$ cat config.mk
export PLATFORM = sky130hd
export DESIGN_NAME = adc_median_of_samples
export DESIGN_NICKNAME = d
export VERILOG_FILES = /design/src/rtl/amos_pkg.sv /design/src/rtl/amos_ctrl.sv /design/src/rtl/amos_dp.sv /design/src/rtl/adc_median_of_samples.sv
export VERILOG_INCLUDE_DIRS = /design/src /design/src/rtl
export SDC_FILE = /design/constraint.sdc
export NUM_CORES = 1
export LEC_CHECK = 0
export BUFFER_PORTS_ARGS = -buffer_cell sky130_fd_sc_hd__clkbuf_2
export CELL_PAD_IN_SITES_DETAIL_PLACEMENT = 1
export CELL_PAD_IN_SITES_GLOBAL_PLACEMENT = 1
export CORE_MARGIN = 5
export CORE_UTILIZATION = 53
export CTS_BUF_LIST = sky130_fd_sc_hd__clkbuf_8
export DETAILED_ROUTE_END_ITERATION = 16
export GPL_TIMING_DRIVEN = 0
export PLACE_DENSITY_LB_ADDON = 0.1
export SKIP_LAST_GASP = 1
export SLEW_MARGIN = 20
export SYNTH_ARGS = -nofsm -noshare
export SYNTH_HDL_FRONTEND = slang
export SYNTH_SLANG_ARGS = --single-unit
$ cat constraint.sdc
create_clock -name clk -period 4.4 [get_ports clk]
set_input_delay 0.66 -clock clk [delete_from_list [all_inputs] [get_ports clk]]
set_output_delay 0.66 -clock clk [all_outputs]
set_load 0.03 [all_outputs]
$ cat src/rtl/adc_median_of_samples_defines.svh
// Assertion macros used by the median filter datapath.
`ifndef ADC_MEDIAN_OF_SAMPLES_DEFINES_SVH
`define ADC_MEDIAN_OF_SAMPLES_DEFINES_SVH

// Whenever the condition holds, the consequence must hold on the next clock edge.
`define AMOS_ASSERT_NEXT(label, clk, rst, cond, conseq) \
  label: assert property (@(posedge clk) disable iff (rst) (cond) |=> (conseq)) \
    else $error("assertion failed");

// The expression must hold on every clock edge outside reset.
`define AMOS_ASSERT_ALWAYS(label, clk, rst, expr) \
  label: assert property (@(posedge clk) disable iff (rst) (expr)) \
    else $error("assertion failed");

`endif

$ cat src/rtl/amos_pkg.sv
// Shared constants and control types for the median filter.
`default_nettype none
package amos_pkg;
  localparam int MAX_SAMPLES_DEF = 15;
  localparam int SAMPLE_BITS_DEF = 12;
  localparam int FIELD_W         = 12;
  localparam int TDATA_W         = 16;
  localparam int CFG_W           = 4;
  localparam int APB_ADDR_W      = 3;
  localparam int APB_DATA_W      = 32;

  localparam logic [TDATA_W-1:0] FIELD_MASK = TDATA_W'((1 << FIELD_W) - 1);
  // Register index of sample_count, taken from paddr above the byte offset.
  localparam logic [APB_ADDR_W-3:0] REG_SAMPLE_COUNT = '0;

  typedef struct packed {
    logic take;   // accept one attempt word; insert it if it is a good sample and the store has room
    logic pick;   // load the median into the output register, start a new run
  } dp_cmd_t;

  typedef struct packed {
    logic run_end;    // the attempt on offer completes the run
    logic out_stall;  // output register full and not being taken
  } dp_stat_t;
endpackage
`default_nettype wire

$ cat src/rtl/amos_ctrl.sv
// Controller sequencing attempt intake and median output.
`default_nettype none
module amos_ctrl (
  input  wire logic              clk,
  input  wire logic              rst,
  input  wire logic              s_tvalid,
  output logic                   s_tready,
  input  wire amos_pkg::dp_stat_t stat,
  output amos_pkg::dp_cmd_t      cmd
);
  localparam logic ST_TAKE = 1'b0;
  localparam logic ST_PICK = 1'b1;

  logic state;
  logic state_next;

  always_comb begin
    state_next = state;
    cmd.take   = 1'b0;
    cmd.pick   = 1'b0;
    s_tready   = 1'b0;
    case (state)
      ST_TAKE: begin
        s_tready = 1'b1;
        cmd.take = s_tvalid;
        if (s_tvalid && stat.run_end) begin
          state_next = ST_PICK;
        end
      end
      ST_PICK: begin
        if (!stat.out_stall) begin
          cmd.pick   = 1'b1;
          state_next = ST_TAKE;
        end
      end
      default: state_next = ST_TAKE;
    endcase
  end

  always_ff @(posedge clk) begin
    if (rst) begin
      state <= ST_TAKE;
    end else begin
      state <= state_next;
    end
  end
endmodule
`default_nettype wire

$ cat src/rtl/amos_dp.sv
// Datapath: sorted sample store, run counters and output register.
`default_nettype none
`include "adc_median_of_samples_defines.svh"
module amos_dp #(
  parameter int MAX_SAMPLES = amos_pkg::MAX_SAMPLES_DEF,
  parameter int SAMPLE_BITS = amos_pkg::SAMPLE_BITS_DEF
) (
  input  wire logic                          clk,
  input  wire logic                          rst,
  input  wire amos_pkg::dp_cmd_t             cmd,
  output amos_pkg::dp_stat_t                 stat,
  input  wire logic [amos_pkg::CFG_W-1:0]    sample_count,
  input  wire logic [amos_pkg::FIELD_W-1:0]  sample_value,
  input  wire logic                          sample_ok,
  output logic                               m_tvalid,
  input  wire logic                          m_tready,
  output logic [amos_pkg::TDATA_W-1:0]       m_tdata,
  output logic                               m_tuser
);
  localparam int CNT_W = $clog2(MAX_SAMPLES + 1);
  localparam int IDX_W = (MAX_SAMPLES > 1) ? $clog2(MAX_SAMPLES) : 1;
  localparam int EW    = (CNT_W > amos_pkg::CFG_W) ? CNT_W : amos_pkg::CFG_W;

  logic [SAMPLE_BITS-1:0] store      [MAX_SAMPLES];
  logic [SAMPLE_BITS-1:0] store_next [MAX_SAMPLES];
  logic [SAMPLE_BITS-1:0] prev       [MAX_SAMPLES];
  logic [MAX_SAMPLES-1:0] gt;
  logic [MAX_SAMPLES-1:0] gt_prev;
  logic [CNT_W-1:0]       attempts;
  logic [CNT_W-1:0]       kept;
  logic                   full;
  logic [amos_pkg::TDATA_W-1:0] vin_wide;
  logic [SAMPLE_BITS-1:0] vin;
  logic [EW-1:0]          eff;
  logic [EW:0]            attempts_p1;
  logic [CNT_W-1:0]       mid;
  logic [SAMPLE_BITS-1:0] median;
  logic                   out_valid;
  logic [SAMPLE_BITS-1:0] out_value;
  logic                   out_empty;

  assign vin_wide = amos_pkg::TDATA_W'(sample_value);
  assign vin      = vin_wide[SAMPLE_BITS-1:0];
  assign full     = (kept == CNT_W'(MAX_SAMPLES));

  // Effective run length: zero counts as one, clamped to the store depth.
  always_comb begin
    eff = EW'(sample_count);
    if (eff == '0) begin
      eff = EW'(1);
    end
    if (eff > EW'(MAX_SAMPLES)) begin
      eff = EW'(MAX_SAMPLES);
    end
  end

  assign attempts_p1    = (EW + 1)'(attempts) + (EW + 1)'(1);
  assign stat.run_end   = (attempts_p1 >= (EW + 1)'(eff));
  assign stat.out_stall = out_valid && !m_tready;

  // Insertion into the sorted row while it is not full: every entry above the new value moves up one place.
  always_comb begin
    for (int i = 0; i < MAX_SAMPLES; i++) begin
      gt[i] = (CNT_W'(i) < kept) && (store[i] > vin);
    end
    prev[0]    = vin;
    gt_prev[0] = 1'b0;
    for (int i = 1; i < MAX_SAMPLES; i++) begin
      prev[i]    = store[i-1];
      gt_prev[i] = gt[i-1];
    end
    for (int i = 0; i < MAX_SAMPLES; i++) begin
      store_next[i] = store[i];
      if (!full && (gt[i] || (CNT_W'(i) == kept))) begin
        store_next[i] = gt_prev[i] ? prev[i] : vin;
      end
    end
  end

  always_ff @(posedge clk) begin
    if (cmd.take && sample_ok) begin
      for (int i = 0; i < MAX_SAMPLES; i++) begin
        store[i] <= store_next[i];
      end
    end
  end

  always_ff @(posedge clk) begin
    if (rst || cmd.pick) begin
      attempts <= '0;
      kept     <= '0;
    end else if (cmd.take) begin
      attempts <= attempts + CNT_W'(1);
      if (sample_ok && !full) begin
        kept <= kept + CNT_W'(1);
      end
    end
  end

  assign mid    = kept >> 1;
  assign median = store[mid[IDX_W-1:0]];

  always_ff @(posedge clk) begin
    if (rst) begin
      out_valid <= 1'b0;
    end else if (cmd.pick) begin
      out_valid <= 1'b1;
    end else if (m_tready) begin
      out_valid <= 1'b0;
    end
  end

  always_ff @(posedge clk) begin
    if (cmd.pick) begin
      out_empty <= (kept == '0);
      out_value <= (kept == '0) ? '0 : median;
    end
  end

  assign m_tvalid = out_valid;
  assign m_tdata  = amos_pkg::TDATA_W'(out_value) & amos_pkg::FIELD_MASK;
  assign m_tuser  = out_empty;

  `AMOS_ASSERT_ALWAYS(a_kept_bounded, clk, rst, kept <= attempts)
  `AMOS_ASSERT_NEXT(a_pick_clears_run, clk, rst, cmd.pick, (kept == '0) && (attempts == '0))
  `AMOS_ASSERT_NEXT(a_pick_fills_output, clk, rst, cmd.pick, out_valid)
endmodule
`default_nettype wire

$ cat src/rtl/adc_median_of_samples.sv
// After a run's last attempt word is accepted, the controller moves to its pick state, which
// loads the median into the output register, raising m_tvalid. Throughput: one attempt word
// per cycle, but not during a pick, which lowers s_tready and waits out an unaccepted median.
// A finished median waits in its own register, so the next run's words keep flowing.
// Reset (synchronous, rst high) clears the run counters and output valid; sample_count
// returns to 1. Store entries are not cleared and are read only once written.
`default_nettype none
module adc_median_of_samples #(
  parameter int MAX_SAMPLES = amos_pkg::MAX_SAMPLES_DEF,
  parameter int SAMPLE_BITS = amos_pkg::SAMPLE_BITS_DEF
) (
  input  wire logic                             clk,
  input  wire logic                             rst,
  input  wire logic                             s_tvalid,
  output logic                                  s_tready,
  input  wire logic [amos_pkg::TDATA_W-1:0]     s_tdata,   // [11:0] sample_value
  input  wire logic                             s_tuser,   // [0] sample_ok
  output logic                                  m_tvalid,
  input  wire logic                             m_tready,
  output logic [amos_pkg::TDATA_W-1:0]          m_tdata,   // [11:0] median_value
  output logic                                  m_tuser,   // [0] no_samples
  input  wire logic                             psel,
  input  wire logic                             penable,
  input  wire logic                             pwrite,
  input  wire logic [amos_pkg::APB_ADDR_W-1:0]  paddr,
  input  wire logic [amos_pkg::APB_DATA_W-1:0]  pwdata,
  output logic [amos_pkg::APB_DATA_W-1:0]       prdata,
  output logic                                  pready
);
  logic [amos_pkg::CFG_W-1:0] sample_count;
  logic                       reg_hit;
  amos_pkg::dp_cmd_t          cmd;
  amos_pkg::dp_stat_t         stat;

  assign pready  = 1'b1;
  assign reg_hit = (paddr[amos_pkg::APB_ADDR_W-1:2] == amos_pkg::REG_SAMPLE_COUNT);
  assign prdata  = reg_hit ? amos_pkg::APB_DATA_W'(sample_count) : '0;

  always_ff @(posedge clk) begin
    if (rst) begin
      sample_count <= amos_pkg::CFG_W'(1);
    end else if (psel && penable && pwrite && pready && reg_hit) begin
      sample_count <= pwdata[amos_pkg::CFG_W-1:0];
    end
  end

  amos_ctrl u_ctrl (
    .clk      (clk),
    .rst      (rst),
    .s_tvalid (s_tvalid),
    .s_tready (s_tready),
    .stat     (stat),
    .cmd      (cmd)
  );

  amos_dp #(
    .MAX_SAMPLES (MAX_SAMPLES),
    .SAMPLE_BITS (SAMPLE_BITS)
  ) u_dp (
    .clk          (clk),
    .rst          (rst),
    .cmd          (cmd),
    .stat         (stat),
    .sample_count (sample_count),
    .sample_value (s_tdata[amos_pkg::FIELD_W-1:0]),
    .sample_ok    (s_tuser),
    .m_tvalid     (m_tvalid),
    .m_tready     (m_tready),
    .m_tdata      (m_tdata),
    .m_tuser      (m_tuser)
  );
endmodule
`default_nettype wire

==> impl_metrics.yaml <==
outcome:
  status: "completed"
sta:
  clock_skew_ns: 0.0153
  hold_viol_final: 0
  relSlewSlack_pct: 46.9
  max_freq_mhz: 324
  setup_viol: 0
  rsz0062_at_grt: "false"
  min_period_over_period_pct: 70.2
  fin_setup_tns_ns: 0
  slew_viol_final: 0
  holdWs_ns: 0.429
  fin_crit_ns: 3.09
  tightest_slew_ns: 0.796
route:
  wl_met2_mm: 11.1
  top_layer: "met4"
  totalWireLength_mm: 22.9
  first_iter_violations: 411
  vias: 5885
  first_pass_iters: 5
  via_per_inst: 6.02
  ant_nets: 0
  m1WireLength_mm: 9.51
  wl_per_cell_microns: 23.4
  drcViolationCount: 0
  wl_met3_mm: 1.38
critical_path:
  critPathKind: "in2reg"
  startpoint: "s_tdata[9]"
  r2r-start: "u_dp.store[5][9]"
  required_ns: 4.50
  slowest_delay_ns: 0.64
  worst_setup_path_start_kind: "primary input"
  arrival_ns: 3.19
  crit_fanout: 12
  worstPathCellList: "clkbuf_2 > inv_1 > ha_1 > nand4_1 > nor2_1 > a21boi_1 > o41ai_1 > a21oi_2"
  worstSetupEndpointType: "flip-flop"
  crit_path_top_delay_cell: "a21oi_2"
power:
  total_power_uw: 2860
  leakagePower_uw: 0.00382
  p_per_area_nw_per_um2: 301
  vdd_ir_drop_max_mv: 0.186
synthesis:
  synth_xor_area_share_pct: 0.823
  seq_area_frac_synth_pct: 41.7
  ys.flop_type: "edfxtp_1"
  synthTopCellsByArea: "edfxtp_1, ha_1, mux2_4"
  ys_ff_latch: 123
  muxShareOfSynthArea_pct: 21.2
  synthArstFlopShare_pct: 0
  synth_top_area_share_pct: 38.5
  yosysMostFrequentCell: "edfxtp_1"
  netlist_area_sq_um: 8510
  avgSynthCellArea_sq_um: 13.0
  synth_compound_area_share_pct: 8.56
  synth_cell_types: 49
  yosysTopAreaCell: "edfxtp_1"
  synth_top_family_by_area: "multiplexers"
  syn_inst: 656
  ys_top_cells_by_count: "edfxtp_1, ha_1, a21oi_1"
  synth_edf_count: 109
  yosys.area_share.simple_pct: 6.61
  ys_warn_count: 0
  synthAdderAreaFrac_pct: 15.3
clock_tree:
  path_clk_slew_ns: 0.08
  cts_root_buf: "clkbuf_8"
  clock_path_buffers: 2
  cts_tree: "built"
  h-tree-depth: 4
  insertion_delay_ns: 0.47
  cts_sinks: 123
  ctsResizeCount: 0
  holdBufCountCts: 0
  cts_setup_buffers: 0
  cts_buffers: 17
finish:
  nets: 912
  area_delta_synth_final_pct: 11.4
  final_core_util_pct: 59.9
  antenna_cells: 0
  final_cells: 978
  drive_above_1_share_pct: 30.2
min_path:
  hold_start: "s_tvalid"
  min_path_type: "in2reg"
placed_design:
  place_hpwl_mm: 18.3
  dp_cells: 946
  gp_congestion: 0.911
  port_buffers: 43
global_routing:
  first_global_vias: 6490
  antenna_found_initial: 0
  grt_pass1_wl_mm: 35.6
  grtUsageTotal_pct: 25.7
  grt_start_max_net_pins: 17
  grt-ovfl-total: 0
floorplanning:
  row_count: 46
  initial_core_util_pct: 53.8
  io_pins: 111
  die_h_microns: 137
  dieWidth_microns: 137
  die_area_sq_um: 18700
  core_sq_um: 15800
flow_run:
  maxCapViolations: 0
[critical path, delay by kind of cell]
family                     cells  cell delay, ns
AOI/OAI and AO/OA              3            1.16
buffers and inverters          2            0.49
and+or+nand+nor                2            0.47
adders and majority gates      1            0.39
[final cells by class]
cell class	count	area, sq um
Timing Repair Buffer	43	215
Multi-Input combinational cell	483	4610
Fill cell	1630	6340
Clock inverter	15	119
Tap cell	216	270
Buffer	52	375
Inverter	29	109
Clock buffer	17	234
Sequential cell	123	3550
[flip-flops by register name, indices dropped and copies added, names as in the netlist]
name and flops:
u_dp.store 96, u_dp.out_value 12, sample_count 4, u_dp.attempts 4
u_dp.kept 4, u_ctrl.state 1, u_dp.m_tuser 1, u_dp.m_tvalid 1
[layout by cell type (no fill, tap or decap), types with 4 or more instances in the layout]
cell type  netlist  final
a21oi_1         44     41
nand4_1         24     24
and2_1           4      4
edfxtp_1       109    109
buf_2            9      9
mux2i_1         16     16
o21a_1           7      7
clkinv_2         0      5
clkbuf_8         0     17
o41a_1           4      4
a21oi_2          1      4
inv_1           29     34
o21ai_0          4      4
a21o_1          10     10
nand3_1         14     14
mux2_4          42     42
o211ai_1         5      5
ha_1           104    104
nor2b_1         11     11
mux4_2          24     24
buf_6            5      5
a211oi_1         5      5
clkbuf_2         0     43
buf_4           35     35
nor3_1           4      4
nor2_1          31     31
o211ai_2         5      5
nand2_1         12     12
xor2_1           5      5
a21boi_0         5      5
mux2_1          10     10
mux2_2          32     32
conb_1           2     33
dfxtp_1         14     14
[power by group]
part	total (uW)	switching (uW)	internal, uW
Combinational	548	340	208
Clock	944	462	482
Sequential	1370	32.3	1340
Total	2860	835	2020
[per-layer routing]
layer  vias up  track usage (%)
li1       2669                -
met1      2942             31.9
met2       221             42.6
met3        53             4.96
met4         0             13.6
met5         -                0
[path summary, 6_finish.rpt]
| kind | endpoint | slack [ns] | cells past startpoint |
|---|---|---|---|
| hold / removal | u_ctrl.state | 0.43 | 3 |
| setup / recovery | u_dp.store[5][5] | 1.31 | 8 |
| setup reg to reg | u_dp.store[5][5] | 1.57 | 6 |
| hold reg to reg | u_dp.m_tvalid | 0.50 | 2 |
[metrics by stage]
stage	worst slack, ns	area, sq um
6_report	1.31	9480
2_1_floorplan	1.70	8630
3_3_place_gp	0.640	9110
4_1_cts	1.33	9480
3_5_place_dp	0.837	9130
5_1_grt	1.20	9480
[cells by family (layout without fill, tap and decap cells)]
kind of cell / Yosys count / in the layout
mux: 124 / 124
flops: 123 / 123
simple gates: 110 / 110
fa+ha+maj: 104 / 104
compound gates: 104 / 104
buf+inv: 81 / 156
xor+xnor: 8 / 8
other cells: 2 / 33
No activity file was read; power rests on OpenSTA's default activity.
